**config.mk**
```make
export PLATFORM = sky130hd
export DESIGN_NAME = scanline_sprite_evaluator
export DESIGN_NICKNAME = d
export VERILOG_FILES = /design/src/sv/sse_pkg.sv /design/src/sv/scanline_sprite_evaluator.sv /design/src/sv/sse_front.sv /design/src/sv/sse_fifo.sv /design/src/sv/sse_back.sv
export SDC_FILE = /design/constraint.sdc
export NUM_CORES = 2
export LEC_CHECK = 0
export BUFFER_PORTS_ARGS = -buffer_cell sky130_fd_sc_hd__buf_2
export CAP_MARGIN = 20
export CORE_ASPECT_RATIO = 0.6
export CORE_UTILIZATION = 35
export CTS_BUF_LIST = sky130_fd_sc_hd__clkbuf_4 sky130_fd_sc_hd__clkbuf_8
export CTS_CLUSTER_DIAMETER = 40
export CTS_CLUSTER_SIZE = 14
export DETAILED_ROUTE_END_ITERATION = 8
export SYNTH_ARGS = -nofsm -noshare
export SYNTH_HDL_FRONTEND = slang
export SYNTH_SLANG_ARGS = --single-unit
```
**constraint.sdc**
```tcl
create_clock -name i_clk -period 13.7 [get_ports i_clk]
set_input_delay 4.11 -clock i_clk [delete_from_list [all_inputs] [get_ports i_clk]]
set_output_delay 4.11 -clock i_clk [all_outputs]
set_load 0.03 [all_outputs]
```
**src/sv/sse_pkg.sv**
```systemverilog
`default_nettype none
// ----------------------------------------------------------------------------
// Scanline sprite evaluator package
// Shared constants, command and result types and the scan state type.
// ----------------------------------------------------------------------------
package sse_pkg;

    localparam int SPRITE_COUNT  = 64;
    localparam int LINE_LIMIT    = 8;
    localparam int TABLE_BYTES   = 256;
    localparam int ROW_COUNT     = TABLE_BYTES / 4;
    localparam int ROW_W         = $clog2(ROW_COUNT);
    localparam int IDX_W         = $clog2(SPRITE_COUNT);
    localparam int CNT_W         = $clog2(SPRITE_COUNT + 1);
    localparam int NUM_W         = 6;
    localparam int VISIBLE_LINES = 240;
    localparam int SHORT_HEIGHT  = 8;
    localparam int TALL_HEIGHT   = 16;
    localparam int FIFO_DEPTH    = 2;
    localparam int FIFO_AW       = $clog2(FIFO_DEPTH);
    localparam int FIFO_CW       = $clog2(FIFO_DEPTH + 1);
    localparam int IN_DATA_W     = 32;
    localparam int OUT_DATA_W    = 40;

    localparam logic [0:0] CFG_TALL_SPRITES = 1'b0;
    localparam logic [0:0] CFG_LIMIT_MODE   = 1'b1;

    localparam logic [1:0] LIMIT_ACCURATE  = 2'd0;
    localparam logic [1:0] LIMIT_LIMITED   = 2'd1;
    localparam logic [1:0] LIMIT_UNLIMITED = 2'd2;

    localparam logic KIND_WRITE = 1'b0;
    localparam logic KIND_EVAL  = 1'b1;

    typedef enum logic [1:0] {
        CMD_WRITE,
        CMD_EVAL,
        CMD_BLANK
    } t_cmd_op;

    typedef struct packed {
        t_cmd_op          op;
        logic [ROW_W-1:0] row;
        logic [1:0]       lane;
        logic [7:0]       data;
        logic [7:0]       line;
    } t_cmd;

    typedef struct packed {
        logic             found;
        logic [NUM_W-1:0] num;
        logic [7:0]       y;
        logic [7:0]       tile;
        logic [7:0]       attr;
        logic [7:0]       x;
        logic             overflow;
        logic             set_status;
        logic             last;
    } t_result;

    typedef enum logic [1:0] {
        ST_IDLE,
        ST_SCAN,
        ST_FINISH
    } t_state;

endpackage
`default_nettype wire

```
**src/sv/scanline_sprite_evaluator.sv**
```systemverilog
`default_nettype none
// ----------------------------------------------------------------------------
// Scanline sprite evaluator
// Keeps a 64-entry sprite table and lists the sprites that cover a scanline.
//
//   Channel   Direction  Payload
//   s_axis    in         tuser: kind; tdata: table_addr[7:0], table_data[15:8],
//                        line[24:16]
//   m_axis    out        tuser: found; tlast: last; tdata: sprite_number,
//                        sprite_y, sprite_tile, sprite_attr, sprite_x,
//                        overflow, set_status_overflow
//   cfg       in         index 0 tall_sprites, index 1 limit_mode
//
// A table write is done in the back end while it is idle. A scan holds the
// back end until every table row is read and its last word is sent: one row
// is read per cycle, unless an output stall holds it, through the table's single
// read port. A two-word command queue lets the input side run ahead of a scan.
// Reset is synchronous and needs no clearing pass: each table row carries a
// valid bit. Output stalls hold the scan when a new sprite is found while two
// found sprites are still waiting.
// ----------------------------------------------------------------------------
module scanline_sprite_evaluator (
    input  wire logic                            i_clk,
    input  wire logic                            i_rst_n,
    input  wire logic                            s_axis_tvalid,
    output logic                                 s_axis_tready,
    // table_addr [7:0], table_data [15:8], line [24:16], zero [31:25]
    input  wire logic [sse_pkg::IN_DATA_W-1:0]   s_axis_tdata,
    // kind [0]
    input  wire logic                            s_axis_tuser,
    output logic                                 m_axis_tvalid,
    input  wire logic                            m_axis_tready,
    // sprite_number [5:0], sprite_y [13:6], sprite_tile [21:14],
    // sprite_attr [29:22], sprite_x [37:30], overflow [38],
    // set_status_overflow [39]
    output logic [sse_pkg::OUT_DATA_W-1:0]       m_axis_tdata,
    // found [0]
    output logic                                 m_axis_tuser,
    output logic                                 m_axis_tlast,
    input  wire logic                            i_cfg_we,
    input  wire logic [0:0]                      i_cfg_index,
    input  wire logic [1:0]                      i_cfg_data
);

    logic             fifo_full;
    logic             fifo_empty;
    logic             push;
    logic             pop;
    sse_pkg::t_cmd    front_cmd;
    sse_pkg::t_cmd    head_cmd;
    sse_pkg::t_result result;

    sse_front u_front (
        .i_tvalid    (s_axis_tvalid),
        .o_tready    (s_axis_tready),
        .i_tdata     (s_axis_tdata),
        .i_tuser     (s_axis_tuser),
        .i_fifo_full (fifo_full),
        .o_push      (push),
        .o_cmd       (front_cmd)
    );

    sse_fifo u_fifo (
        .i_clk   (i_clk),
        .i_rst_n (i_rst_n),
        .i_push  (push),
        .i_cmd   (front_cmd),
        .i_pop   (pop),
        .o_full  (fifo_full),
        .o_empty (fifo_empty),
        .o_head  (head_cmd)
    );

    sse_back u_back (
        .i_clk       (i_clk),
        .i_rst_n     (i_rst_n),
        .i_cfg_we    (i_cfg_we),
        .i_cfg_index (i_cfg_index),
        .i_cfg_data  (i_cfg_data),
        .i_empty     (fifo_empty),
        .i_head      (head_cmd),
        .o_pop       (pop),
        .o_tvalid    (m_axis_tvalid),
        .i_tready    (m_axis_tready),
        .o_result    (result)
    );

    assign m_axis_tdata = {result.set_status, result.overflow, result.x, result.attr,
                           result.tile, result.y, result.num};
    assign m_axis_tuser = result.found;
    assign m_axis_tlast = result.last;

endmodule
`default_nettype wire

```
**src/sv/sse_front.sv**
```systemverilog
`default_nettype none
// ----------------------------------------------------------------------------
// Scanline sprite evaluator front end
// Accepts input words and classifies them into table writes, scans and
// blank lines for the command queue.
// ----------------------------------------------------------------------------
module sse_front (
    input  wire logic                           i_tvalid,
    output logic                                o_tready,
    input  wire logic [sse_pkg::IN_DATA_W-1:0]  i_tdata,
    input  wire logic                           i_tuser,
    input  wire logic                           i_fifo_full,
    output logic                                o_push,
    output sse_pkg::t_cmd                       o_cmd
);

    logic [8:0] line;

    assign line     = i_tdata[24:16];
    assign o_tready = !i_fifo_full;
    assign o_push   = i_tvalid && !i_fifo_full;

    always_comb begin
        o_cmd.row  = i_tdata[7:2];
        o_cmd.lane = i_tdata[1:0];
        o_cmd.data = i_tdata[15:8];
        o_cmd.line = line[7:0];
        if (i_tuser == sse_pkg::KIND_WRITE) begin
            o_cmd.op = sse_pkg::CMD_WRITE;
        end else if (line >= 9'(sse_pkg::VISIBLE_LINES)) begin
            o_cmd.op = sse_pkg::CMD_BLANK;
        end else begin
            o_cmd.op = sse_pkg::CMD_EVAL;
        end
    end

endmodule
`default_nettype wire

```
**src/sv/sse_fifo.sv**
```systemverilog
`default_nettype none
// ----------------------------------------------------------------------------
// Scanline sprite evaluator command queue
// Short queue of classified commands between the front and back ends.
// ----------------------------------------------------------------------------
module sse_fifo (
    input  wire logic          i_clk,
    input  wire logic          i_rst_n,
    input  wire logic          i_push,
    input  wire sse_pkg::t_cmd i_cmd,
    input  wire logic          i_pop,
    output logic               o_full,
    output logic               o_empty,
    output sse_pkg::t_cmd      o_head
);

    sse_pkg::t_cmd                  r_mem [sse_pkg::FIFO_DEPTH];
    logic [sse_pkg::FIFO_AW-1:0]    r_wr_ptr;
    logic [sse_pkg::FIFO_AW-1:0]    r_rd_ptr;
    logic [sse_pkg::FIFO_CW-1:0]    r_count;
    logic                           do_push;
    logic                           do_pop;

    assign o_full  = (r_count == sse_pkg::FIFO_CW'(sse_pkg::FIFO_DEPTH));
    assign o_empty = (r_count == '0);
    assign o_head  = r_mem[r_rd_ptr];
    assign do_push = i_push && !o_full;
    assign do_pop  = i_pop && !o_empty;

    always_ff @(posedge i_clk) begin
        if (do_push) begin
            r_mem[r_wr_ptr] <= i_cmd;
        end
    end

    always_ff @(posedge i_clk) begin
        if (!i_rst_n) begin
            r_wr_ptr <= '0;
            r_rd_ptr <= '0;
            r_count  <= '0;
        end else begin
            if (do_push) begin
                r_wr_ptr <= (r_wr_ptr == sse_pkg::FIFO_AW'(sse_pkg::FIFO_DEPTH - 1)) ?
                            '0 : r_wr_ptr + 1'b1;
            end
            if (do_pop) begin
                r_rd_ptr <= (r_rd_ptr == sse_pkg::FIFO_AW'(sse_pkg::FIFO_DEPTH - 1)) ?
                            '0 : r_rd_ptr + 1'b1;
            end
            if (do_push && !do_pop) begin
                r_count <= r_count + 1'b1;
            end else if (do_pop && !do_push) begin
                r_count <= r_count - 1'b1;
            end
        end
    end

endmodule
`default_nettype wire

```
**src/sv/sse_back.sv**
```systemverilog
`default_nettype none
// ----------------------------------------------------------------------------
// Scanline sprite evaluator back end
// Owns the sprite table, performs writes, scans one entry per cycle unless the
// output stalls; one found sprite is held back to put last on the right word.
// ----------------------------------------------------------------------------
module sse_back (
    input  wire logic          i_clk,
    input  wire logic          i_rst_n,
    input  wire logic          i_cfg_we,
    input  wire logic [0:0]    i_cfg_index,
    input  wire logic [1:0]    i_cfg_data,
    input  wire logic          i_empty,
    input  wire sse_pkg::t_cmd i_head,
    output logic               o_pop,
    output logic               o_tvalid,
    input  wire logic          i_tready,
    output sse_pkg::t_result   o_result
);

    sse_pkg::t_state            r_state, n_state;
    logic                       r_tall;
    logic [1:0]                 r_mode;
    logic [sse_pkg::IDX_W-1:0]  r_idx, n_idx;
    logic                       r_issue_done, n_issue_done;
    logic                       r_chk_valid, n_chk_valid;
    logic [sse_pkg::IDX_W-1:0]  r_chk_idx, n_chk_idx;
    logic [7:0]                 r_line, n_line;
    logic [sse_pkg::CNT_W-1:0]  r_count, n_count;
    logic                       r_over, n_over;
    logic                       r_pend_valid, n_pend_valid;
    sse_pkg::t_result           r_pend, n_pend;
    logic                       r_out_valid, n_out_valid;
    sse_pkg::t_result           r_out, n_out;

    logic [31:0]                r_table [sse_pkg::ROW_COUNT];
    logic [sse_pkg::ROW_COUNT-1:0] r_row_valid;
    logic [31:0]                r_rd_data;
    logic                       r_rd_ok;

    logic                       mem_we;
    logic                       rd_en;
    logic [sse_pkg::ROW_W-1:0]  rd_row;
    logic [31:0]                entry;
    logic [8:0]                 top;
    logic [9:0]                 bottom;
    logic [4:0]                 height;
    logic [sse_pkg::CNT_W-1:0]  limit;
    logic                       hit;
    logic                       take;
    logic                       out_free;
    logic                       stall;
    sse_pkg::t_result           new_res;
    sse_pkg::t_result           empty_res;

    assign entry    = r_rd_ok ? r_rd_data : 32'h0;
    assign height   = r_tall ? 5'(sse_pkg::TALL_HEIGHT) : 5'(sse_pkg::SHORT_HEIGHT);
    assign top      = {1'b0, entry[7:0]} + 9'd1;
    assign bottom   = {1'b0, top} + 10'(height);
    assign hit      = ({1'b0, r_line} >= top) && ({2'b00, r_line} < bottom);
    assign limit    = (r_mode == sse_pkg::LIMIT_UNLIMITED) ?
                      sse_pkg::CNT_W'(sse_pkg::SPRITE_COUNT) :
                      sse_pkg::CNT_W'(sse_pkg::LINE_LIMIT);
    assign take     = r_chk_valid && hit && (r_count < limit);
    assign out_free = !r_out_valid || i_tready;
    assign stall    = take && r_pend_valid && !out_free;
    assign rd_row   = sse_pkg::ROW_W'(r_idx);
    assign o_tvalid = r_out_valid;
    assign o_result = r_out;

    always_comb begin
        new_res            = '0;
        new_res.found      = 1'b1;
        new_res.num        = sse_pkg::NUM_W'(r_chk_idx);
        new_res.y          = entry[7:0];
        new_res.tile       = entry[15:8];
        new_res.attr       = entry[23:16];
        new_res.x          = entry[31:24];
        empty_res          = '0;
        empty_res.last     = 1'b1;
    end

    always_comb begin
        n_state      = r_state;
        n_idx        = r_idx;
        n_issue_done = r_issue_done;
        n_chk_valid  = r_chk_valid;
        n_chk_idx    = r_chk_idx;
        n_line       = r_line;
        n_count      = r_count;
        n_over       = r_over;
        n_pend_valid = r_pend_valid;
        n_pend       = r_pend;
        n_out_valid  = r_out_valid && !i_tready;
        n_out        = r_out;
        o_pop        = 1'b0;
        mem_we       = 1'b0;
        rd_en        = 1'b0;
        unique case (r_state)
            sse_pkg::ST_IDLE: begin
                if (!i_empty) begin
                    unique case (i_head.op)
                        sse_pkg::CMD_WRITE: begin
                            mem_we = 1'b1;
                            o_pop  = 1'b1;
                        end
                        sse_pkg::CMD_EVAL: begin
                            o_pop        = 1'b1;
                            n_line       = i_head.line;
                            n_idx        = '0;
                            n_issue_done = 1'b0;
                            n_chk_valid  = 1'b0;
                            n_count      = '0;
                            n_over       = 1'b0;
                            n_pend_valid = 1'b0;
                            n_state      = sse_pkg::ST_SCAN;
                        end
                        sse_pkg::CMD_BLANK: begin
                            if (out_free) begin
                                o_pop       = 1'b1;
                                n_out_valid = 1'b1;
                                n_out       = empty_res;
                            end
                        end
                        default: begin
                            o_pop = 1'b1;
                        end
                    endcase
                end
            end
            sse_pkg::ST_SCAN: begin
                if (!stall) begin
                    if (!r_issue_done) begin
                        rd_en       = 1'b1;
                        n_chk_valid = 1'b1;
                        n_chk_idx   = r_idx;
                        if (r_idx == sse_pkg::IDX_W'(sse_pkg::SPRITE_COUNT - 1)) begin
                            n_issue_done = 1'b1;
                        end else begin
                            n_idx = r_idx + 1'b1;
                        end
                    end else begin
                        n_chk_valid = 1'b0;
                        if (!r_chk_valid) begin
                            n_state = sse_pkg::ST_FINISH;
                        end
                    end
                    if (r_chk_valid && hit) begin
                        if (take) begin
                            n_count      = r_count + 1'b1;
                            n_pend       = new_res;
                            n_pend_valid = 1'b1;
                            if (r_pend_valid) begin
                                n_out_valid = 1'b1;
                                n_out       = r_pend;
                            end
                        end else begin
                            n_over = 1'b1;
                        end
                    end
                end
            end
            sse_pkg::ST_FINISH: begin
                if (out_free) begin
                    n_out_valid  = 1'b1;
                    n_pend_valid = 1'b0;
                    n_state      = sse_pkg::ST_IDLE;
                    if (r_pend_valid) begin
                        n_out            = r_pend;
                        n_out.last       = 1'b1;
                        n_out.overflow   = r_over;
                        n_out.set_status = r_over && (r_mode == sse_pkg::LIMIT_ACCURATE);
                    end else begin
                        n_out = empty_res;
                    end
                end
            end
            default: begin
                n_state = sse_pkg::ST_IDLE;
            end
        endcase
    end

    always_ff @(posedge i_clk) begin
        if (!i_rst_n) begin
            r_state      <= sse_pkg::ST_IDLE;
            r_tall       <= 1'b0;
            r_mode       <= sse_pkg::LIMIT_ACCURATE;
            r_issue_done <= 1'b0;
            r_chk_valid  <= 1'b0;
            r_pend_valid <= 1'b0;
            r_out_valid  <= 1'b0;
            r_count      <= '0;
            r_over       <= 1'b0;
            r_idx        <= '0;
        end else begin
            r_state      <= n_state;
            r_issue_done <= n_issue_done;
            r_chk_valid  <= n_chk_valid;
            r_pend_valid <= n_pend_valid;
            r_out_valid  <= n_out_valid;
            r_count      <= n_count;
            r_over       <= n_over;
            r_idx        <= n_idx;
            if (i_cfg_we) begin
                unique case (i_cfg_index)
                    sse_pkg::CFG_TALL_SPRITES: r_tall <= i_cfg_data[0];
                    sse_pkg::CFG_LIMIT_MODE:   r_mode <= i_cfg_data;
                    default: ;
                endcase
            end
        end
    end

    always_ff @(posedge i_clk) begin
        r_chk_idx <= n_chk_idx;
        r_line    <= n_line;
        r_pend    <= n_pend;
        r_out     <= n_out;
    end

    // A row never written reads as zero; the first byte written to it clears
    // the other three bytes at the same time.
    always_ff @(posedge i_clk) begin
        if (!i_rst_n) begin
            r_row_valid <= '0;
        end else if (mem_we) begin
            r_row_valid[i_head.row] <= 1'b1;
        end
    end

    always_ff @(posedge i_clk) begin
        if (mem_we) begin
            for (int b = 0; b < 4; b++) begin
                if ((2'(b) == i_head.lane) || !r_row_valid[i_head.row]) begin
                    r_table[i_head.row][b*8 +: 8] <=
                        (2'(b) == i_head.lane) ? i_head.data : 8'h00;
                end
            end
        end
        if (rd_en) begin
            r_rd_data <= r_table[rd_row];
            r_rd_ok   <= r_row_valid[rd_row];
        end
    end

endmodule
`default_nettype wire

```
==> flow_metrics.env <==
export IMPL_fin_skew_ns=0.07294
export IMPL_cts_max_level=4
export IMPL_fin_ws_ns=7.840
export IMPL_first_pass_iters=6
export IMPL_synth_top_family_by_area="multiplexers"
export IMPL_start_kind="flop"
export IMPL_grt_pass1_vias=42060
export IMPL_powerDensity_mw_per_mm2=147.9
export IMPL_hold_start="u_back.r_chk_idx[1]"
export IMPL_synth_cell_types=72
export IMPL_io_pins=85
export IMPL_cts_sinks=2319
export IMPL_maxCapViolCount=0
export IMPL_cts_resized=0
export IMPL_relSlewSlack=0.2660
export IMPL_worstSetupPathType="reg2out"
export IMPL_postCtsHoldBufs=0
export IMPL_cts_setup_buffers=0
export IMPL_yosys_top_cells_count="2,227 x edfxtp_1, 695 x mux4_2, 386 x nor2_1"
export IMPL_vias=43110
export IMPL_reg2reg_from="u_back.r_rd_ok"
export IMPL_start_util=0.3524
export IMPL_fp_coreArea_mm2=0.2569
export IMPL_async_flop_share=0
export IMPL_max_clock_freq_ghz=0.1707
export IMPL_worst_slew_pin_slew_ns=1.101
export IMPL_power_frac_comb=0.157
export IMPL_yosys_area_top_type_share=0.7386
export IMPL_dieArea_mm2=0.2608
export IMPL_pre_cts_slack_ns=7.633
export IMPL_synth_top_cell_by_area="edfxtp_1"
export IMPL_tns_ns=0
export IMPL_hp_class="reg2reg"
export IMPL_synth_net_count=4281
export IMPL_drive_above_1_share=0.2725
export IMPL_synth_edf_count=2227
export IMPL_timing_final_crit_period_ns=5.860
export IMPL_clk_latency_ns=1.00
export IMPL_wl_um=231500
export IMPL_crit_fanout=5
export IMPL_routed_via_density=5.487
export IMPL_antenna_found_initial=20
export IMPL_synth_seq_cells=2319
export IMPL_p_int_mw=10.52
export IMPL_critPathRequiredTime_ns=9.59
export IMPL_yosys_warnings=0
export IMPL_synthAdderAreaFrac=0.003538
export IMPL_synthFlopType="edfxtp_1"
export IMPL_ir_drop_v=0.0001314
export IMPL_status="finished, final reports clean"
export IMPL_multiInputGateArea_mm2=0.02092
export IMPL_power_share_clock=0.266
export IMPL_p_leak_nw=29.62
export IMPL_final_seq_area_mm2=0.06874
export IMPL_clk_pin_slew_ns=0.09
export IMPL_ys_seq_area_frac=0.7589
export IMPL_cp_end_kind="output port"
export IMPL_synth_compound_area_frac=0.01354
export IMPL_synthSimpleGateAreaFrac=0.03206
export IMPL_syn_inst=4215
export IMPL_clockBufferDepth=4
export IMPL_die_h_um=396.0
export IMPL_drc=0
export IMPL_dp_hpwl_um=142900
export IMPL_gp_congestion=0.8806
export IMPL_grt_pass1_wl_um=324900
export IMPL_p_sw_mw=4.069
export IMPL_crit_start="u_fifo.r_count[0]"
export IMPL_setup_viol=0
export IMPL_gr_total_overflow=0
export IMPL_grtUsageTotal=0.1753
export IMPL_swShare=0.2789
export IMPL_drv_slew=0
export IMPL_root_buffer="clkbuf_8"
export IMPL_avgSynthCellArea_um2=21.48
export IMPL_wl_per_cell_um=29.47
export IMPL_drt_iter0_drc=5610
export IMPL_synthXorXnorAreaFrac=0.001161
export IMPL_drtAntennaViolNets=0
export IMPL_synth_most_common_cell="edfxtp_1"
export IMPL_cts_tree="yes"
export IMPL_synth_mux_area_frac=0.1775
export IMPL_fp_dieW_um=658.6
export IMPL_grt_setup_unrepaired="false"
export IMPL_io_buffers=77
export IMPL_cp_arrival_ns=1.75
export IMPL_grt_max_degree=142
export IMPL_post_route_period_util=0.4277
export IMPL_finalNetCount=4414
export IMPL_numCtsBuffers=204
export IMPL_yosys_top_cells_area="edfxtp_1 74%, mux4_2 17%, dfxtp_1 2.0%, nor2_1 1.6%, clkbuf_1 0.61%"
export IMPL_syn2layout_area_growth_pct=8.936
export IMPL_syn_area_mm2=0.09054
export IMPL_pwr_share_seq=0.577
export IMPL_rows=144
export IMPL_hold_viol_final=0
export IMPL_fillers=23040
## power groups by stage
stage                     combinational (mW)  clock, mW  sequential, mW
after floorplan                         1.38          0            8.65
after global placement                  2.23          0            8.58
after detailed placement                2.30          0            8.59
after CTS                               2.30       3.96            8.43
after global routing                    2.45       4.20            8.44
final                                   2.30       3.88            8.42
## metal layers
layer	global-route usage	wire length, um
met1	0.2658	103400
met2	0.2415	97010
met3	0.06160	26070
met4	0.03715	5041
met5	0	19
## layout by cell type, fill, tap and decap left out, types with 5 or more instances in the layout
master	n
o21ai_0	15
buf_2	77
xnor2_1	5
clkinv_2	8
or3_1	6
nor2_4	32
buf_4	77
nor3_1	8
nand3_1	15
dfxtp_4	5
nor2b_1	11
o211ai_1	7
or4_1	5
mux2_2	11
nand4_1	7
ha_1	24
inv_1	44
nand2_1	113
nand2b_1	5
edfxtp_1	2227
xor2_1	7
inv_6	8
a21oi_1	100
and2_1	74
clkinv_1	7
nor2_1	353
a31oi_1	5
mux2i_1	23
dfxtp_1	85
clkbuf_4	34
a21o_1	5
a211oi_1	5
clkbuf_8	207
mux4_2	695
and3_1	5
a211o_1	5
## per-stage QoR
stage | instance area [um^2] | hold slack [ns] | total power, mW | cells | utilization
after detailed placement | 95150 | 0.4056 | 10.89 | 7571 | 0.3703
after global routing | 98630 | 0.4347 | 15.09 | 7854 | 0.3839
after floorplan | 90540 | 0.4003 | 10.03 | 4215 | -
after CTS | 98610 | 0.4259 | 14.68 | 7851 | 0.3838
after global placement | 95150 | 0.4129 | 10.82 | 7571 | 0.3703
final | 98640 | 0.4241 | 14.59 | 7856 | 0.3839
## cell type report
cell class              count  share of cell area
clock inverters            39            0.003577
clock buffers             241             0.03147
multi-input cells        1619              0.2121
flip-flops and latches   2319              0.6969
inverters                  45            0.001712
repair buffers            159             0.01069
diodes                      3          0.00007611
well taps                3431             0.04352
## critical path, stage by stage, from the launching register on
cell	delay [ns]
dfxtp_1	0.42
nand2b_1	0.17
buf_2	0.21
## kinds of logic (layout without fill, tap and decap cells)
kind of cell               count (synthesis)  count (layout)
AOI/OAI and AO/OA                        193             193
xor gates and xnor gates                  12              12
and+or+nand+nor                          655             655
buffers and inverters                    277             484
adders and majority gates                 25              25
DFF                                     2319            2319
muxes                                    734             734
other                                      0               3
## sequential cells by signal (all words and copies together) (netlist names), 7 cells and up, named ones only
| signal | cells |
|---|---|
| u_back.r_table | 2048 |
| u_back.r_line | 8 |
| u_back.r_pend | 38 |
| u_back.r_rd_data | 32 |
| u_back.r_row_valid | 64 |
| u_back.o_result | 42 |
| u_fifo.r_mem | 52 |
| u_back.r_count | 7 |
## path summary, 6_finish.rpt
path,cells past startpoint,slack [ns],to
setup / recovery,2,7.84,s_axis_tready
hold / removal,0,0.42,u_back.r_pend[36]
setup reg to reg,18,8.32,u_back.o_result[22]
hold reg to reg,0,0.42,u_back.r_pend[36]
Note: power is estimated with default switching activity, not from simulation.
